File: src/design/ppd_front.sv
// Input side: point counting, new-set handling and store-full classification.
`default_nettype none

module ppd_front #(
	parameter int MAX_POINTS = 64,
	parameter int CW         = 16,
	parameter int IW         = 6,
	parameter int CMD_W      = 1 + IW + 2 * CW
) (
	input  wire logic              clk,
	input  wire logic              arst_n,
	input  wire logic              point_valid,
	output logic                   point_stall,
	input  wire logic [15:0]       x_coord,
	input  wire logic [15:0]       y_coord,
	input  wire logic              new_set,
	input  wire logic              q_full,
	output logic                   q_push,
	output logic      [CMD_W-1:0]  q_data
);

	localparam int NW = $clog2(MAX_POINTS + 1);

	logic [NW-1:0] count_q;
	logic [NW-1:0] slot;
	logic          is_full;
	logic [CW-1:0] xw;
	logic [CW-1:0] yw;

	assign point_stall = q_full;
	assign q_push      = point_valid && !q_full;
	assign slot        = new_set ? '0 : count_q;
	assign is_full     = (slot == NW'(MAX_POINTS));
	assign xw          = x_coord[CW-1:0];
	assign yw          = y_coord[CW-1:0];
	assign q_data      = {is_full, IW'(slot), xw, yw};

	always_ff @(posedge clk or negedge arst_n) begin
		if (!arst_n) begin
			count_q <= '0;
		end else if (q_push && !is_full) begin
			count_q <= slot + 1'b1;
		end else if (q_push && new_set) begin
			count_q <= '0;
		end
	end

endmodule

`default_nettype wire

File: config.mk
export PLATFORM = sky130hd
export DESIGN_NAME = ppd_front
export DESIGN_NICKNAME = d
export VERILOG_FILES = /design/src/design/ppd_front.sv
export SDC_FILE = /design/constraint.sdc
export NUM_CORES = 1
export LEC_CHECK = 0
export ABC_AREA = 0
export BUFFER_PORTS_ARGS = -buffer_cell sky130_fd_sc_hd__buf_4
export CAP_MARGIN = 20
export CORE_MARGIN = 2
export CORE_UTILIZATION = 25
export DETAILED_ROUTE_END_ITERATION = 10
export GPL_ROUTABILITY_DRIVEN = 0
export GPL_TIMING_DRIVEN = 0
export HOLD_SLACK_MARGIN = 0.05
export PLACE_DENSITY_LB_ADDON = 0.08
export RECOVER_POWER = 50
export SLEW_MARGIN = 20
export SYNTH_ARGS = -nofsm -noshare
export SYNTH_HDL_FRONTEND = slang
export SYNTH_SLANG_ARGS = --single-unit
File: constraint.sdc
create_clock -name clk -period 3.9 [get_ports clk]
set_input_delay 0.195 -clock clk [delete_from_list [all_inputs] [get_ports clk]]
set_output_delay 0.195 -clock clk [all_outputs]
set_load 0.1 [all_outputs]
After elaboration in Yosys (flattened, before gate mapping). Cells that the tools add are included.

Flip-flop bits (word level): 7. Logic and storage cells: 12. Bits of input ports: 37.

Muxes and demuxes: 3. Add/subtract/negate cells: 1. Equality and inequality tests: 1. Reductions and logical operators: 6.

Operator list (count): $mux W7 (3); $add A7 B1 Y7 const B (1); $eq A7 B7 Y1 const B (1); $logic_and A1 B1 Y1 (3); $logic_not A1 Y1 (2); $reduce_bool A2 Y1 (1).

Logic depth before layout (Yosys ltp).
Depth in word-level cells: 5. Mapped depth: 7. Depth with buffers taken out: 6.

Least setup slack after synthesis. OpenSTA, ideal clock, no wires.

Path kind: register -> register. Start: reg count_q[4]. End: reg count_q[4]. Stages on the path, launching flop included: 3. Data required time: 3827 ps. Arrival time: 2115 ps. Path buffers: 0. Setup slack: 1712 ps. Period minus slack after synthesis: 2188 ps. Cells stage by stage: dfrtp_1 nor2b_1 a221o_1.

Word-level cells in the longest chain between the ends: 5. Elaborated cells between the ends (all ways): 7. Classes of those cells: add/sub: 1; eq/ne: 1; mux: 2; reduce/logical: 3.

Ends and longest elaborated chain: from (decl) (line 24) `logic [NW-1:0] count_q;`; from (signal assigned) (line 42) `count_q <= slot + 1'b1;`; $mux W7 (*) (line 32) `assign slot = new_set ? '0 : count_q;`; via q_data[36] (line 19) `output logic [CMD_W-1:0] q_data`; branches (longest 4 deep; another with $add A7 B1 Y7).

Mark *: on every way through the listed nets, which the timed path passes. A chain may end at the register's enable or synchronous reset.

Final worst setup path.
Start: reg count_q[0]. End: out q_data[38].

Word-level cells in the longest chain between the ends: 2.

Ends and longest elaborated chain: $mux W7 (line 32); $eq A7 B7 Y1 (line 33) `assign is_full = (slot == NW'(MAX_POINTS));`; to (decl) (line 19).

Every way passes these cells.

==> metrics.yaml <==
fin_ws_ns: 2.20
period_share_pct: 43.6
core_mm2: 0.00276
hold_violations: 0
largestRegisters: "count_q (7)"
net-switching-power_mw: 0.316
rsz0062_at_grt: "no"
syn_area_per_cell_um2: 8.61
switching_share_pct: 59.7
insertion_delay_ns: 0.25
crit_path_max_fanout: 3
wirelength_mm: 1.79
drv_slew: 0
port_buffers: 45
fin_crit_ns: 1.70
pin_count: 78
power_density_mw_per_mm2: 496
worstPathArrival_ns: 1.50
drt_pre_antenna_iters: 4
dp_hpwl_mm: 1.49
cts_tree: "yes"
tns_ns: 0
die_area_mm2: 0.00338
grt_pass1_wl_mm: 2.63
synth.top_cells.by_area: "buf_4 (35%), dfrtp_1 (24%), ha_1 (3.4%)"
clk_pin_slew_worst_paths_ns: 0.05
syn_to_final_growth_pct: 45.6
critPathLaunchType: "flop"
largest_register: "count_q"
clockBufferDepth: 2
place_ws_ns: 2.12
synth-seq-cells: 7
syn_nets: 124
drc_errors: 0
initial_core_util_pct: 26.5
die_w_um: 58.1
fin_nets: 175
grt_use_total_pct: 10.2
n_antenna_cell: 0
p_comb_share_pct: 65.7
synthesis.area_um2: 732
critPathMostFrequentCell: "buf_4"
worstMarginPinSlew_ns: 1.17
cts.htree.levels: 1
cts.sinks: 7
ant_nets: 0
endpoint_kind: "output port"
outcome: "finished, final reports clean"
crit_family: "flip-flops"
yosysSeqAreaShare_pct: 23.9
setup_viol: 0
synth_largest_area_cell: "buf_4"
seqPwrFrac_pct: 21.9
vias: 712
grt_max_degree: 11
p_int_mw: 0.213
drtIter0Drc: 10
dp_cells: 161
fin_skew_ns: 0.00364
critical_path.max_stage_delay_ns: 0.38
synthCells: 85
timing.fmax_mhz: 589
wl_per_cell_um: 10.8
cp_slowest_cell: "dfrtp_1"
p_leak_nw: 0.550
slew_headroom_pct: 22.5
drive_gt1_share_pct: 50.4
r2r_setup_slack_ns: 2.38
drv_cap: 0
post_cts_buffers: 0
stdcell_count: 166
yosys_warnings: 0
path_buf_inv: 2
chipHeight_um: 58.1
synth_top_area_share_pct: 34.9
critical_path_class: "reg2out"
ys_types: 26
grt_pass1_vias: 628
cp.required_ns: 3.70
grt_overflow: 0
antenna_found_initial: 0
cts_root_buf: "clkbuf_4"
worstPathCellList: "nand2b_1 > ha_1 > and4_1 > buf_4 > buf_4"
min_path_type: "in2reg"
power_frac_clock_pct: 12.4
ir_drop_mv: 0.245
rows: 19
cts_made_buffers: 3
cts_resized: 0
largest_register_ffs: 7
via_per_inst: 4.29
## cells in the final DEF, fill, tap and decap left out
| cell type | synthesis | final |
|---|---|---|
| and4_1 | 1 | 1 |
| nor2b_1 | 2 | 2 |
| nor3_2 | 1 | 1 |
| dfrtp_1 | 7 | 7 |
| a211o_1 | 1 | 1 |
| or4_1 | 1 | 1 |
| or2_0 | 1 | 1 |
| buf_4 | 34 | 58 |
| and2b_2 | 2 | 2 |
| inv_1 | 5 | 5 |
| buf_2 | 2 | 2 |
| dlygate4sd3_1 | 0 | 1 |
| clkbuf_1 | 0 | 22 |
| clkbuf_4 | 0 | 3 |
| nor4b_1 | 1 | 1 |
| mux2_1 | 1 | 1 |
| nand3_1 | 3 | 3 |
| ha_1 | 2 | 2 |
| nand2_1 | 3 | 3 |
| o21a_1 | 2 | 2 |
| nor2_1 | 4 | 4 |
| and3_1 | 1 | 1 |
| a41oi_2 | 1 | 1 |
| nor4_1 | 2 | 2 |
| a221o_1 | 2 | 2 |
| nand2b_1 | 3 | 3 |
| a311o_1 | 1 | 1 |
| mux2_2 | 1 | 1 |
| o21ai_0 | 1 | 1 |
## layer usage
layer  share of wire, %  global-route usage (%)  up-vias  wire length (µm)
li1                   -                       -      349                 -
met1                 37                    11.8      319               668
met2                 50                    17.2       42               895
met3                 12                    2.90        2               216
met4               0.34                    4.98        0                 6
met5                  0                       0        -                 0
## what timing repair did
action	CTS	global route
endpoints found under the setup margin	0	0
hold buffers	1	0
hold endpoints to repair	7	0
## power by group through the flow
| stage | clock network [mW] | registers (mW) | logic, mW |
|---|---|---|---|
| global route | 0.0767 | 0.120 | 0.363 |
| finish | 0.0655 | 0.116 | 0.348 |
| CTS | 0.0679 | 0.116 | 0.361 |
| floorplan | 0 | 0.111 | 0.301 |
| detailed placement | 0 | 0.117 | 0.359 |
| global placement | 0 | 0.117 | 0.357 |
## tightest hold or removal path: cells and delay by family
| family | cells | cell delay, ns |
|---|---|---|
| buffers and inverters | 1 | 0.11 |
| AND/OR/NAND/NOR | 3 | 0.27 |
## path summary, 6_finish.rpt
check / from / endpoint / cells past startpoint
max: count_q[0] / q_data[38] / 5
min: point_valid / count_q[6] / 4
max reg2reg: count_q[0] / count_q[6] / 6
min reg2reg: count_q[1] / count_q[1] / 1
max in group asynchronous: arst_n / count_q[4] / 2
min in group asynchronous: arst_n / count_q[1] / 2
## stage by stage
stage	instance area, µm²	utilization, %	power (mW)	hold slack [ns]
3_5_place_dp	1110	40.2	0.477	0.0162
2_1_floorplan	732	-	0.412	-0.101
5_1_grt	1070	38.7	0.559	0.398
6_report	1070	38.7	0.529	0.381
4_1_cts	1140	41.5	0.545	0.291
3_3_place_gp	1110	40.2	0.475	0.0173
## cell families (layout without fill, tap and decap cells)
kind of cell	count (synthesis)	count (layout)	synth area share, %
buffers and inverters	41	91	38.8
DFF	7	7	23.9
and+or+nand+nor	25	25	20.5
muxes	2	2	3.08
adders and majority gates	2	2	3.42
AOI/OAI and AO/OA	8	8	10.3
## cells in the mapped netlist
| cell type | n |
|---|---|
| nor2_1 | 4 |
| or4_1 | 1 |
| and4_1 | 1 |
| nand2b_1 | 3 |
| a311o_1 | 1 |
| nand3_1 | 3 |
| o21ai_0 | 1 |
| nor3_2 | 1 |
| and2b_2 | 2 |
| nand2_1 | 3 |
| o21a_1 | 2 |
| a211o_1 | 1 |
| nor4_1 | 2 |
| buf_2 | 2 |
| nor2b_1 | 2 |
| ha_1 | 2 |
| nor4b_1 | 1 |
| mux2_1 | 1 |
| a221o_1 | 2 |
| mux2_2 | 1 |
| a41oi_2 | 1 |
| inv_1 | 5 |
| and3_1 | 1 |
| dfrtp_1 | 7 |
| buf_4 | 34 |
| or2_0 | 1 |
## cell type report
type / instances / area [µm²]
Inverter: 5 / 18.8
Clock buffer: 4 / 26.3
Fill cell: 315 / 1690
Multi-Input combinational cell: 37 / 273
Tap cell: 31 / 38.8
Sequential cell: 7 / 175
Buffer: 36 / 265
Timing Repair Buffer: 46 / 269
Power figures use the tool's default switching activity.
