===== config.mk =====
export PLATFORM = sky130hd
export DESIGN_NAME = ppd_fifo
export DESIGN_NICKNAME = d
export VERILOG_FILES = /design/src/design/ppd_fifo.sv
export SDC_FILE = /design/constraint.sdc
export NUM_CORES = 1
export LEC_CHECK = 0
export ABC_AREA = 1
export BUFFER_PORTS_ARGS = -buffer_cell sky130_fd_sc_hd__buf_4
export CAP_MARGIN = 30
export CORE_ASPECT_RATIO = 0.5
export CORE_MARGIN = 2
export CORE_UTILIZATION = 50
export CTS_CLUSTER_SIZE = 14
export DETAILED_ROUTE_END_ITERATION = 8
export PLACE_DENSITY_LB_ADDON = 0.25
export SLEW_MARGIN = 20
export SYNTH_ARGS = -nofsm -noshare
export SYNTH_HDL_FRONTEND = slang
export SYNTH_SLANG_ARGS = --single-unit

===== constraint.sdc =====
create_clock -name clk -period 1.45 [get_ports clk]
set_clock_uncertainty 0.05 [all_clocks]
set_input_delay 0.2175 -clock clk [delete_from_list [all_inputs] [get_ports clk]]
set_output_delay 0.2175 -clock clk [all_outputs]
set_load 0.01 [all_outputs]

===== src/design/ppd_fifo.sv =====
// Small register queue between the front and back halves.
`default_nettype none

module ppd_fifo #(
	parameter int WIDTH = 8,
	parameter int DEPTH = 4
) (
	input  wire logic             clk,
	input  wire logic             arst_n,
	input  wire logic             push,
	input  wire logic [WIDTH-1:0] push_data,
	input  wire logic             pop,
	output logic      [WIDTH-1:0] head,
	output logic                  empty,
	output logic                  full
);

	localparam int AW = (DEPTH > 1) ? $clog2(DEPTH) : 1;
	localparam int CW = $clog2(DEPTH + 1);

	logic [WIDTH-1:0] slots_q [DEPTH];
	logic [AW-1:0]    wr_ptr_q;
	logic [AW-1:0]    rd_ptr_q;
	logic [CW-1:0]    cnt_q;

	assign empty = (cnt_q == '0);
	assign full  = (cnt_q == CW'(DEPTH));
	assign head  = slots_q[rd_ptr_q];

	always_ff @(posedge clk or negedge arst_n) begin
		if (!arst_n) begin
			wr_ptr_q <= '0;
			rd_ptr_q <= '0;
			cnt_q    <= '0;
		end else begin
			if (push) begin
				wr_ptr_q <= (wr_ptr_q == AW'(DEPTH - 1)) ? '0 : wr_ptr_q + 1'b1;
			end
			if (pop) begin
				rd_ptr_q <= (rd_ptr_q == AW'(DEPTH - 1)) ? '0 : rd_ptr_q + 1'b1;
			end
			if (push && !pop) begin
				cnt_q <= cnt_q + 1'b1;
			end else if (pop && !push) begin
				cnt_q <= cnt_q - 1'b1;
			end
		end
	end

	always_ff @(posedge clk) begin
		if (push) begin
			slots_q[wr_ptr_q] <= push_data;
		end
	end

endmodule

`default_nettype wire


# Word-level counts from Yosys, hierarchy flattened
# Memories as Yosys holds them, arrays and structs flattened.
# Cells that the tools add are included.
# op_classes
mux	6
n_reduce_logical	6
n_eq_ne	3
n_addsub	4
# ops
op	n
3-bit 2-to-1 mux	2
2-bit by 1-bit adder with 2-bit output (second input constant)	2
2-bit == test (second input constant)	2
2-bit 2-to-1 mux	2
3-bit by 1-bit adder with 3-bit output (second input constant)	1
3-bit == test (second input constant)	1
3-bit zero test	1
3-bit by 1-bit subtractor with 3-bit output (second input constant)	1
1-bit logical AND	2
1-bit zero test	2
1-bit 2-to-1 mux	2
2-bit nonzero test	1
# totals
memories	1
regBits	7
mem_bits_rw	32
elab_cells	23
out_inout_bits	10
in_bits	12
# memory_table
memory	words	word_bits	read_ports	rd_clocked_by_memory_dff	write_ports	line	text
slots_q	4	8	1	0	1	21	logic [WIDTH-1:0] slots_q [DEPTH];

# Longest topological paths before layout
# Gate-level depths: netlist of run 1.
# logic_depth
word_depth	4
mapped_depth	9
ltp_nobuf	9

# Least setup slack after synthesis of run 1
# Ideal clock, no wire load.
# synth_timing
path_type	reg-to-reg
start	reg cnt_q[0]
end	reg cnt_q[2]
setup_slack_ns	0.200
path_stages_with_launch	6
arrival_time_ns	1.083
n_path_buf	0
cell_sequence	dfrtp_1 -> fa_1 -> nand2_1 -> nand3_1 -> nand2_1 -> nand2_1
# synth_between
elab_chain_len	3
elab_cells_between_ends	4
cone_classes	add/sub (2); mux (2)
# synth_rtl
element	line	text
from (decl)	24	logic [CW-1:0] cnt_q;
from (signal assigned)	43	cnt_q <= cnt_q + 1'b1;
from (signal assigned)	45	cnt_q <= cnt_q - 1'b1;
3-bit by 1-bit subtractor with 3-bit output	45	
3-bit 2-to-1 mux	44	end else if (pop && !push) begin
3-bit 2-to-1 mux *	42	if (push && !pop) begin
# Every way passes the cells marked *; elsewhere a longest branch is shown, timed or not. The select of a mux whose other input is x is not followed.
# A chain may end at the register's enable or synchronous reset.

# Final worst setup path of run 1
# layout_timing
start	reg rd_ptr_q[0]
end	out head[0]
# layout_between
elab_chain_len	1
# layout_rtl
element	line	text
from (decl)	23	logic [AW-1:0] rd_ptr_q;
from (signal assigned)	40	rd_ptr_q <= (rd_ptr_q == AW'(DEPTH - 1)) ? '0 : rd_ptr_q + 1'b1;
memory read 4 x 8 bit	-	
to (decl)	13	output logic [WIDTH-1:0] head,
# No other way between the ends.

==> results.md, run 1 <==
- The flow ran to the end, but the final reports show violations.
- The final reports fail on setup timing.
- The final count of hold timing violations is 0.
- In this design, the stage delay of the slowest critical-path cell is 0.40 ns.
- The number of rows in the core area is 14.
- The later pin in the worst-skew pair is clocked with a latency of between 0.2 and 0.3 ns.
- Global routing finished with a remaining overflow of 0.
- The portion of the post-synthesis area used by sequential elements is between 60% and 70%.
- Yosys mapped a number of flops with a built-in enable equal to 32.
- The path type of the worst min-delay path is primary input to flop.
- CTS saw 39 sinks.
- The via count of the first global-routing pass is 1045.
- The max-slew violation count is 0.
- The via density per instance is approximately 4.8.
- The library cell used most frequently in the layout, excluding fill and tap cells, is sky130_fd_sc_hd__nand2_1.
- The master cell of the clock root buffer is sky130_fd_sc_hd__clkbuf_8.
- The number of buffers inserted by port buffering is 21.
- The average size of a mapped cell is 11.8 µm².
- The post-synthesis async set-or-reset flop share is around 18%.
- The share of cells above drive strength 1 is between 20% and 30%.
- The analysis attributes to cell leakage a power of ~0.98 nW.
- The unique cell type count in the Yosys netlist is 18.
- 0 antenna diodes ended up in the layout.
- The number of max-capacitance violations reported is 0.
- The startpoint-to-endpoint class of the critical path is flop to primary output.
- The final layout contains routed wiring with a total length of ~3.1 mm.
- The worst setup path is captured at a primary output.
- The kind of cell with the highest combined delay along the critical path is buffers and inverters.
- The average wire per standard cell is approximately 14 µm.
- During synthesis, Yosys emitted a total of 0 warnings.
- The layout has around 220 filler cells.
- The data required time of the critical path is 1.18 ns.
- CTS built an H-tree with a depth of 2.
- The number of flip-flops and latches in the synthesized netlist is 39.
- The worst-case headroom to the max-slew limit is 76.3%.
- Data on the critical path arrives at its endpoint at 1.36 ns.
- Counting every instance in the synthesized netlist gives 145.
- The actual slew at the worst max-slew pin is 0.354 ns.
- The smallest clock period supported by the final layout is computed as approximately 1.6 ns.
- The ratio of total power to cell area is roughly 2000 nW/µm².
- The area growth from synthesis to final layout is 29.4%.
- The detailed router's first-iteration violation count is between 50 and 60.
- In the layout the commonest cells are sky130_fd_sc_hd__nand2_1, sky130_fd_sc_hd__edfxtp_1, sky130_fd_sc_hd__inv_1, sky130_fd_sc_hd__o211ai_1, sky130_fd_sc_hd__buf_4.
- Setup repair after global routing could not meet its margin everywhere.
- The initial antenna violation count is 0.
- Clock tree synthesis inserted a total of 5 buffers.
- The die covers 3930 µm².
- The TritonCTS clock tree is built.
- The core region is 3140 µm².
- The clock passes through at most 2 buffers.
- The combined buffer and inverter count along the critical path is 3.
- The detailed-placement wirelength estimate is between 1.5 and 2 mm.
- The cell with the biggest individual delay on the critical path is sky130_fd_sc_hd__dfrtp_1.
- In the routed design, unresolved DRC markers number 0.
- Once the floorplan was initialized, standard cells occupied between 50% and 60% of the core.
- Synthesis produced a netlist with a net count of about 160.
- The final setup violation count is 8.
- The kind of launch point of the worst setup path is a flop.
- The summed negative setup slack over all endpoints is -1.23 ns.
- The first global-routing pass estimated roughly 5.0 mm of wire.
- Of all nets on the critical path, the largest fanout is 16.
- The final critical-path share of the clock period is 112%.
- The congestion estimate from routability-driven global placement came to around 0.74.
- IR analysis of the VDD net gives a maximum drop of around 0.0011 V.
- Derived from the worst setup path, the maximum achievable clock frequency is 0.616 GHz.
- After synthesis the cells add up to between 1500 and 2000 µm².
- The final non-filler cell total is 219.
- The clock-pin slew of the registers on the worst-case setup and hold paths is about 0.07 ns.
- The number of detailed-routing iterations run before antenna repair is 4.
- The signal on the critical path passes through inv_4 > buf_16 > o211ai_1 > nand2_1 > buf_4.
- The pin count of the biggest net entering global routing is 17.
- The count of nets left with antenna violations once routing finished came out at 0.
- The horizontal extent of the die is ~87 µm.
- The most used flip-flop cell after synthesis is sky130_fd_sc_hd__edfxtp_1.
- The number of nets at the end of the flow is around 200.
- The worst setup margin is -0.174 ns.
- Including well taps, the total number of placed cells is ~210.
- The total number of vias is approximately 1.1k.
- The top-level port count is 22.
- The total track usage is between 15 and 20%.
- The y dimension of the die is ~45 µm.
-- state kept, by name (all words and copies together), names as in the netlist --
register  flops
wr_ptr_q      2
slots_q      32
rd_ptr_q      2
cnt_q         3
-- stage by stage --
step	area (µm²)	hold slack (ns)	total power (W)	setup slack, ns	utilization [%]
after global placement	1940	-0.0157	0.00295	0.0394	61.9
after CTS	2180	0.0734	0.00434	-0.168	69.6
after global routing	2210	0.0680	0.00464	-0.246	70.5
after floorplan	1710	-0.128	0.00245	0.200	-
final	2210	0.0815	0.00438	-0.174	70.5
after detailed placement	1940	-0.0128	0.00298	-0.0373	61.9
-- worst reg2reg max path, delay by kind of cell, from the launching register on --
kind	cells	cell delay, ns
adder cells (fa/ha/maj)	1	0.19
buffers and inverters	2	0.30
flip-flops	1	0.41
AND/OR/NAND/NOR	1	0.09
-- cell usage after synthesis, types with 2 or more instances --
cell / instances / area, µm²
sky130_fd_sc_hd__nand2_1: 40 / 150
sky130_fd_sc_hd__edfxtp_1: 32 / 961
sky130_fd_sc_hd__inv_1: 27 / 101
sky130_fd_sc_hd__o211ai_1: 16 / 120
sky130_fd_sc_hd__dfrtp_1: 7 / 175
sky130_fd_sc_hd__ha_1: 6 / 75.1
sky130_fd_sc_hd__o21ai_0: 3 / 15.0
sky130_fd_sc_hd__buf_6: 2 / 22.5
sky130_fd_sc_hd__inv_2: 2 / 7.51
sky130_fd_sc_hd__nor3_1: 2 / 10.0
-- power by group --
group | leakage [nW] | switching, W | internal [W]
combinational | 0.537 | 0.000847 | 0.000877
clock | 0.0654 | 0.000362 | 0.000688
sequential | 0.379 | 0.000141 | 0.00147
total | 0.981 | 0.00135 | 0.00303
-- layout make-up --
| class | count | area, µm² | area share (%) |
|---|---|---|---|
| Clock buffer | 6 | 72.6 | 3.28 |
| Clock inverter | 2 | 60.1 | 2.72 |
| Inverter | 29 | 115 | 5.21 |
| Multi-Input combinational cell | 73 | 427 | 19.3 |
| Sequential cell | 39 | 1140 | 51.4 |
| Tap cell | 40 | 50.0 | 2.27 |
| Timing Repair Buffer | 30 | 349 | 15.8 |
-- worst paths after layout --
path | slack [ns] | cells after the start | end | start
worst max-delay path | -0.17 | 5 | head[0] | rd_ptr_q[0]
worst min-delay path | 0.08 | 1 | slots_q[3][3] | push_data[3]
worst max register to register | 0.12 | 4 | slots_q[2][7] | wr_ptr_q[0]
worst min register to register | 0.46 | 2 | cnt_q[2] | cnt_q[2]
max in group asynchronous | 1.00 | 2 | rd_ptr_q[1] | arst_n
min in group asynchronous | 0.23 | 2 | wr_ptr_q[0] | arst_n
-- cell families (layout without fill, tap and decap cells) --
| family | Yosys count | count (layout) | synth area share (%) |
|---|---|---|---|
| adders and majority gates | 7 | 7 | 5.57 |
| xor gates and xnor gates | 1 | 1 | 0.513 |
| and+or+nand+nor | 45 | 45 | 10.3 |
| buffers and inverters | 33 | 67 | 8.94 |
| AOI/OAI and AO/OA | 20 | 20 | 8.20 |
| DFF | 39 | 39 | 66.5 |
-- metal layers --
layer | routed length (µm) | GRT usage [%] | vias up | share of wire [%]
li1 | - | - | 550 | -
met3 | 107 | 5.48 | 7 | 3.5
met1 | 1410 | 23.8 | 483 | 46
met5 | 0 | 0 | - | 0
met2 | 1510 | 28.8 | 18 | 49
met4 | 45 | 7.81 | 0 | 1.5
-- repair_timing --
item | CTS | global route
gates resized for setup | 13 | 1
gates cloned | 2 | 1
hold buffers | 1 | 0
setup endpoints to repair | 8 | 16
buffers inserted | 1 | 0
hold endpoints to repair | 7 | 0
pin swaps | 3 | 3
Power figures use the tool's default switching activity.
==> run 2, diff against run 1 <==
--- a/config.mk
+++ b/config.mk
@@ -6,13 +6,13 @@
 export NUM_CORES = 1
 export LEC_CHECK = 0
 export ABC_AREA = 1
-export BUFFER_PORTS_ARGS = -buffer_cell sky130_fd_sc_hd__buf_4
 export CAP_MARGIN = 30
 export CORE_ASPECT_RATIO = 0.5
 export CORE_MARGIN = 2
 export CORE_UTILIZATION = 50
 export CTS_CLUSTER_SIZE = 14
 export DETAILED_ROUTE_END_ITERATION = 8
+export DONT_BUFFER_PORTS = 1
 export PLACE_DENSITY_LB_ADDON = 0.25
 export SLEW_MARGIN = 20
 export SYNTH_ARGS = -nofsm -noshare
==> run 2 against run 1 <==
Effect of this change:
- the run still ends with setup timing left
- sequential share of layout area up 5.3 points
- fmax up 10%
- hold slack worse by 0.067 ns
- via count down 4.6%
- critical path depth unchanged
- design area down 9.2%
- global-route usage down 0.77 points
- total power down 21%
- wire length down 8.8%
- clock power down 34%
- clock-buffer cell count unchanged
- utilization down 6.5 points
- largest power group is now sequential cells
==> results.md, run 2 (synthesis results as in run 1) <==
- The run finished, with violations left.
- The checks that failed: setup timing.
- The worst register-to-register path has a setup slack of between 0.1 and 0.15 ns.
- The area growth from synthesis to final layout is 17.4%.
- The worst hold path begins at pop.
- The number of detailed-routing iterations run before antenna repair is 4.
- Of all nets on the critical path, the largest fanout is 8.
- The kind of launch point of the worst setup path is a flop.
- The routed layout has ~1.0k vias.
- The maximum single-stage delay on the critical path is 0.39 ns.
- The floorplan has 14 rows.
- The core outline area is 3140 µm².
- The most numerous cell type found on the critical path is sky130_fd_sc_hd__nand2_1.
- Ranked by flip-flop count, first place goes to slots_q.
- The critical path goes through inv_2 > buf_4 > nand2_1 > o211ai_1 > nand2_1.
- The arrival time of data at the critical path endpoint is 1.21 ns.
- The ratio of total power to cell area is about 1700 nW/µm².
- The leftover overflow at the end of global routing is 0.
- After the last flow step, the layout net total stands at between 150 and 200.
- The maximum frequency from static timing analysis is ~0.68 GHz.
- The maximum vdd drop is 0.00114 V.
- The post-route netlist has between 10% and 20% of its cells at a drive strength greater than 1.
- The startpoint-to-endpoint class of the critical path is flop to primary output.
- For this run, design rule violations remaining after detail routing come to 0.
- The y dimension of the die is ~45 µm.
- The library cell used most frequently in the layout, excluding fill and tap cells, is sky130_fd_sc_hd__nand2_1.
- Setup repair after global routing could not meet its margin everywhere.
- For this design, the sink count on the clock tree is 39.
- The path type of the worst min-delay path is primary input to flop.
- Setup violations remaining at the end of the flow were counted as 4.
- The standby leakage power is about 0.87 nW.
- Max-cap violations in this run came to 0.
- In the layout the commonest cells are sky130_fd_sc_hd__nand2_1, sky130_fd_sc_hd__edfxtp_1, sky130_fd_sc_hd__inv_1, sky130_fd_sc_hd__o211ai_1, sky130_fd_sc_hd__dlygate4sd3_1.
- After layout, the worst setup slack is -0.0257 ns.
- The cell with the biggest individual delay on the critical path is sky130_fd_sc_hd__dfrtp_1.
- The largest registers in the layout are slots_q x32, cnt_q x3.
- The root buffer cell chosen for the clock tree is sky130_fd_sc_hd__clkbuf_8.
- Summed over all nets, the half-perimeter wirelength after detailed placement is ~1.8 mm.
- The final critical path takes up 102% of the cycle.
- The H-tree depth is 2.
- Routability-driven placement finished with a final weighted congestion of 0.748.
- The startpoint identified for the worst register-to-register timing path is cnt_q[0].
- The max-slew violation count is 0.
- Dividing the detail-routed via count by the number of cells gives roughly 4.9.
- The number of buffers between clock root and the deepest sink is 2.
- For this block, the routed nets add up to 2.80 mm of wire.
- The TritonCTS clock tree is built.
- The final count of hold timing violations is 0.
- The later pin in the worst-skew pair is clocked with a latency of around 0.29 ns.
- The global-route wire length before repair is between 4 and 5 mm.
- The largest delay contributor family on the critical path is flip-flops.
- Measured against its own limit, the worst slew margin works out to about 74%.
- The die covers just under 4000 µm².
- The antenna cell count is 0.
- The TritonCTS buffer count is 5.
- The combined buffer and inverter count along the critical path is 2.
- The actual slew at the worst max-slew pin is 0.381 ns.
- The top-level port count is 22.
- Counting the fill cells in the layout gives ~230.
- Once the floorplan was initialized, standard cells occupied between 50% and 60% of the core.
- The average wire per standard cell is roughly 14 µm.
- The number of flip-flops in the largest register is 32.
- The via count of the first global-routing pass came to between 900 and 1k.
- The depth of the worst register-to-register path is 5.
- Across every metal layer, demand over resource in global routing totals roughly 17%.
- The horizontal extent of the die is about 87 µm.
- After clock tree synthesis, the clock-pin slew on the worst setup and hold paths is about 0.070 ns.
- OpenSTA, run right after detailed placement, puts the worst setup slack at about 0.12 ns.
- Port buffering added 0 buffers.
- The detail route stage leaves a number of antenna-violating nets equal to 0.
- The end point of the worst hold path is rd_ptr_q[1].
- The smallest hold slack is approximately 0.014 ns.
- The initial antenna violation count is 0.
- The hold path depth is 2.
- The data required time of the critical path is 1.18 ns.
- The final critical-path required period is about 1.5 ns.
- The endpoint kind of the worst setup timing path is a primary output.
- Entering global routing, the biggest net connects 26 pins.
- In the final timing run, aggregate negative setup slack is -0.0453 ns.
- The terminus of the critical flop-to-flop path is cnt_q[2].
- The detailed router's first-iteration violation count is 25.
==> run 2: routing by layer <==
layer | wire (µm) | vias up | part of all wire (%) | track usage (%)
li1 | - | 522 | - | -
met1 | 1250 | 465 | 44 | 20.3
met2 | 1410 | 20 | 50 | 28.9
met3 | 130 | 2 | 4.6 | 5.48
met4 | 17 | 0 | 0.61 | 10.6
met5 | 0 | - | 0 | 0
==> run 2: power breakdown <==
group | switching [W] | internal, W | total [W]
Combinational | 0.000712 | 0.000455 | 0.00117
Sequential | 0.000140 | 0.00147 | 0.00161
Clock | 0.000355 | 0.000335 | 0.000691
Total | 0.00121 | 0.00226 | 0.00347
==> run 2: per-stage QoR <==
step           cells  total power [W]  util [%]  cell area (µm²)
2_1_floorplan    145          0.00245         -             1710
3_3_place_gp     187          0.00272      57.3             1800
3_5_place_dp     187          0.00275      57.3             1800
4_1_cts          207          0.00351      64.0             2010
5_1_grt          207          0.00373      64.0             2010
6_report         207          0.00347      64.0             2010
==> run 2: timing repair <==
item	4_1_cts	5_1_grt
hold endpoints to repair	43	0
pin swaps	2	2
endpoints found under the setup margin	8	8
buffers inserted	1	0
hold buffers	11	0
resized for setup	3	0
==> run 2: layout make-up <==
cell class                      count  area [µm²]  area share (%)
Tap cell                           40        50.0            2.50
Timing Repair Buffer               18         200            9.98
Sequential cell                    39        1140            56.7
Clock buffer                        6        72.6            3.62
Multi-Input combinational cell     73         422            21.0
Inverter                           29         111            5.55
Clock inverter                      2        12.5           0.624
==> run 2: how the worst max path moves through the flow <==
stage / startpoint / endpoint / slack (ns) / cells past startpoint
floorplan: cnt_q[0] / cnt_q[2] / 0.20 / 5
global placement: pop / cnt_q[2] / 0.17 / 8
detailed placement: pop / cnt_q[2] / 0.12 / 8
CTS: rd_ptr_q[0] / head[2] / -0.05 / 5
global route: rd_ptr_q[0] / head[7] / -0.11 / 5
finish: rd_ptr_q[0] / head[2] / -0.03 / 5
==> run 3, diff against run 2 <==
--- a/config.mk
+++ b/config.mk
@@ -13,6 +13,7 @@
 export CTS_CLUSTER_SIZE = 14
 export DETAILED_ROUTE_END_ITERATION = 8
 export DONT_BUFFER_PORTS = 1
+export MAX_ROUTING_LAYER = met4
 export PLACE_DENSITY_LB_ADDON = 0.25
 export SLEW_MARGIN = 20
 export SYNTH_ARGS = -nofsm -noshare
==> run 3 against run 2 <==
Effect of this change:
- the run still ends with setup timing left
- hold slack better by 0.0066 ns
- highest routed layer unchanged
- register-to-register slack hardly changed
- sequential share of layout area unchanged
- critical endpoint unchanged
- clock power about the same
- critical path type unchanged
- setup slack better by 0.00053 ns
==> results.md, run 3 (synthesis results as in run 1) <==
- Across every metal layer, demand over resource in global routing totals between 15 and 20%.
- The first routing iteration left 25 violations.
- At the worst endpoint, the required time is ~1.2 ns.
- The H-tree depth is 2.
- Of all nets on the critical path, the largest fanout is 8.
- For this run the aggregate overflow at the end of global routing stands at 0.
- From bottom edge to top edge, the die measures 45.3 µm.
- The final layout contains routed wiring with a total length of approximately 2.8 mm.
- The share of cells above drive strength 1 is around 11%.
- The TritonCTS clock tree is built.
- The flow ran to the end, but the final reports show violations.
- Relative to the synthesized area, the layout overhead comes to 17.4%.
- The via density per instance is 4.87.
- The final critical-path share of the clock period is 102%.
- Buffers placed on the I/O ports in this run total 0.
- The total number of vias is between 1k and 1.5k.
- The final reports fail on setup timing.
- The via count of the first global-routing pass is 995.
- The master cell of the clock root buffer is sky130_fd_sc_hd__clkbuf_8.
- In this run, placement finished with an instance count of around 190.
- The TritonCTS buffer count is 5.
- For the worst-skew pair, the clock arrives at the later sink with an insertion delay of slightly below 0.3 ns.
- The library cell used most frequently in the layout, excluding fill and tap cells, is sky130_fd_sc_hd__nand2_1.
- The final weighted congestion of routability-driven global placement is 0.757.
- Setup violations remaining at the end of the flow were counted as 4.
- The actual slew at the worst max-slew pin is 0.381 ns.
- The final count of hold timing violations is 0.
- The final critical-path required period is approximately 1.5 ns.
- The number of rows in the core area is 14.
- The total power consumption of the routed design is roughly 0.0035 W.
- The wire-length estimate of the detail-placed layout is approximately 1.8 mm.
- The number of max-capacitance violations reported is 0.
- The initial antenna violation count is 0.
- The max-slew violation count came to 0.
- The maximum frequency from static timing analysis is approximately 0.68 GHz.
- The ratio of total power to cell area is about 1700 nW/µm².
- The design area is between 2000 and 2500 µm².
- Counting flops per register, the top entry is slots_q.
- The kind of launch point of the worst setup path is a flop.
- In the final layout, the registers with the most flip-flops are slots_q x32, cnt_q x3.
- The startpoint-to-endpoint class of the critical path is flop to primary output.
- Entering global routing, the biggest net connects 26 pins.
- The top cell types in the final layout, fill and taps aside, are sky130_fd_sc_hd__nand2_1, sky130_fd_sc_hd__edfxtp_1, sky130_fd_sc_hd__inv_1, sky130_fd_sc_hd__o211ai_1, sky130_fd_sc_hd__dlygate4sd3_1.
- The core outline area is 3140 µm².
- The antenna cell count is 0.
- The arrival time of data at the critical path endpoint is approximately 1.2 ns.
- The initial core utilization is between 50 and 60%.
- The critical path goes through inv_2 > buf_4 > nand2_1 > o211ai_1 > nand2_1.
- The smallest hold slack is around 0.021 ns.
- The clock-pin slew of the registers on the worst-case setup and hold paths is around 0.070 ns.
- The combined buffer and inverter count along the critical path is 2.
- Summing all placed instances gives a cell area of approximately 1800 µm².
- The net count of the finished layout is about 190.
- The final non-filler cell total is 207.
- Counting along the longest clock path gives a buffer depth of 2.
- Setup repair after global routing could not meet its margin everywhere.
- Summed over all cells, the static leakage comes to 0.867 nW.
- After detailed routing, the number of remaining DRC violations is 0.
- Once detail routing completed, the nets flagged for antenna violations numbered 0.
- The number of flip-flops in the largest register is 32.
- The maximum single-stage delay on the critical path is 0.39 ns.
- In the final routed layout, each cell accounts on average for between 10 and 15 µm.
- The die covers 3930 µm².
- The cell occurring most often along the worst timing path is sky130_fd_sc_hd__nand2_1.
- The endpoint kind of the worst setup timing path is a primary output.
- Pin placement for this block handled 22 I/O pins.
- The horizontal extent of the die is a little under 90 µm.
- Before antenna repair, the detailed router went through 4 iterations.
- The largest delay contributor family on the critical path is flip-flops.
- The path type of the worst min-delay path is primary input to flop.
- The maximum vdd drop is around 0.0011 V.
- Setup slack on the critical path of the routed design comes to -0.0251 ns.
- The worst-case headroom to the max-slew limit is about 74%.
- The first global-routing pass estimated around 4.7 mm of wire.
- The slowest stage of the critical path belongs to the cell sky130_fd_sc_hd__dfrtp_1.
- The tree built by TritonCTS fans out to 39 sinks.
==> run 3: area by class of cell <==
class | instances | area [µm²]
clock buffer | 6 | 72.6
clock inverter | 2 | 12.5
fill | 234 | 1130
inverter | 29 | 111
multi-input combinational | 73 | 422
sequential | 39 | 1140
tap | 40 | 50.0
timing repair buffer | 18 | 200
==> run 3: path summary, 6_finish.rpt <==
check                       startpoint          end  slack [ns]  depth (start not counted)
setup / recovery           rd_ptr_q[0]      head[2]       -0.03                          5
hold / removal                     pop  rd_ptr_q[1]        0.02                          2
setup reg to reg              cnt_q[0]     cnt_q[2]        0.12                          5
hold reg to reg               cnt_q[2]     cnt_q[2]        0.47                          2
max in group asynchronous       arst_n  rd_ptr_q[1]        0.88                          1
min in group asynchronous       arst_n     cnt_q[1]        0.21                          1
==> run 3: power by group <==
| group | leakage, nW | total [W] | switching [W] | internal [W] |
|---|---|---|---|---|
| registers | 0.377 | 0.00161 | 0.000140 | 0.00147 |
| logic | 0.448 | 0.00117 | 0.000714 | 0.000455 |
| clock network | 0.0412 | 0.000690 | 0.000354 | 0.000335 |
| total | 0.867 | 0.00347 | 0.00121 | 0.00226 |
==> run 3: stage by stage <==
step	util, %	setup TNS (ns)	setup slack [ns]
finish	64.0	-0.0438	-0.0251
global route	64.0	-0.731	-0.108
CTS	64.0	-0.132	-0.0457
detailed placement	57.3	0	0.118
global placement	57.3	0	0.172
floorplan	-	0	0.200
==> run 3: layer usage <==
metal	track usage [%]	up-vias	routed length [µm]	share of wire, %
met4	10.6	0	17	0.61
met2	28.9	24	1410	50
met1	20.4	461	1230	44
met3	5.30	2	145	5.2
li1	-	522	-	-
met5	-	-	0	0
==> run 3: timing repair <==
action                                 CTS  global route
gates resized for setup                  3             0
pin swaps                                2             2
setup endpoints to repair                8             8
hold buffers                            11             0
endpoints found under the hold margin   43             0
buffers inserted                         1             0
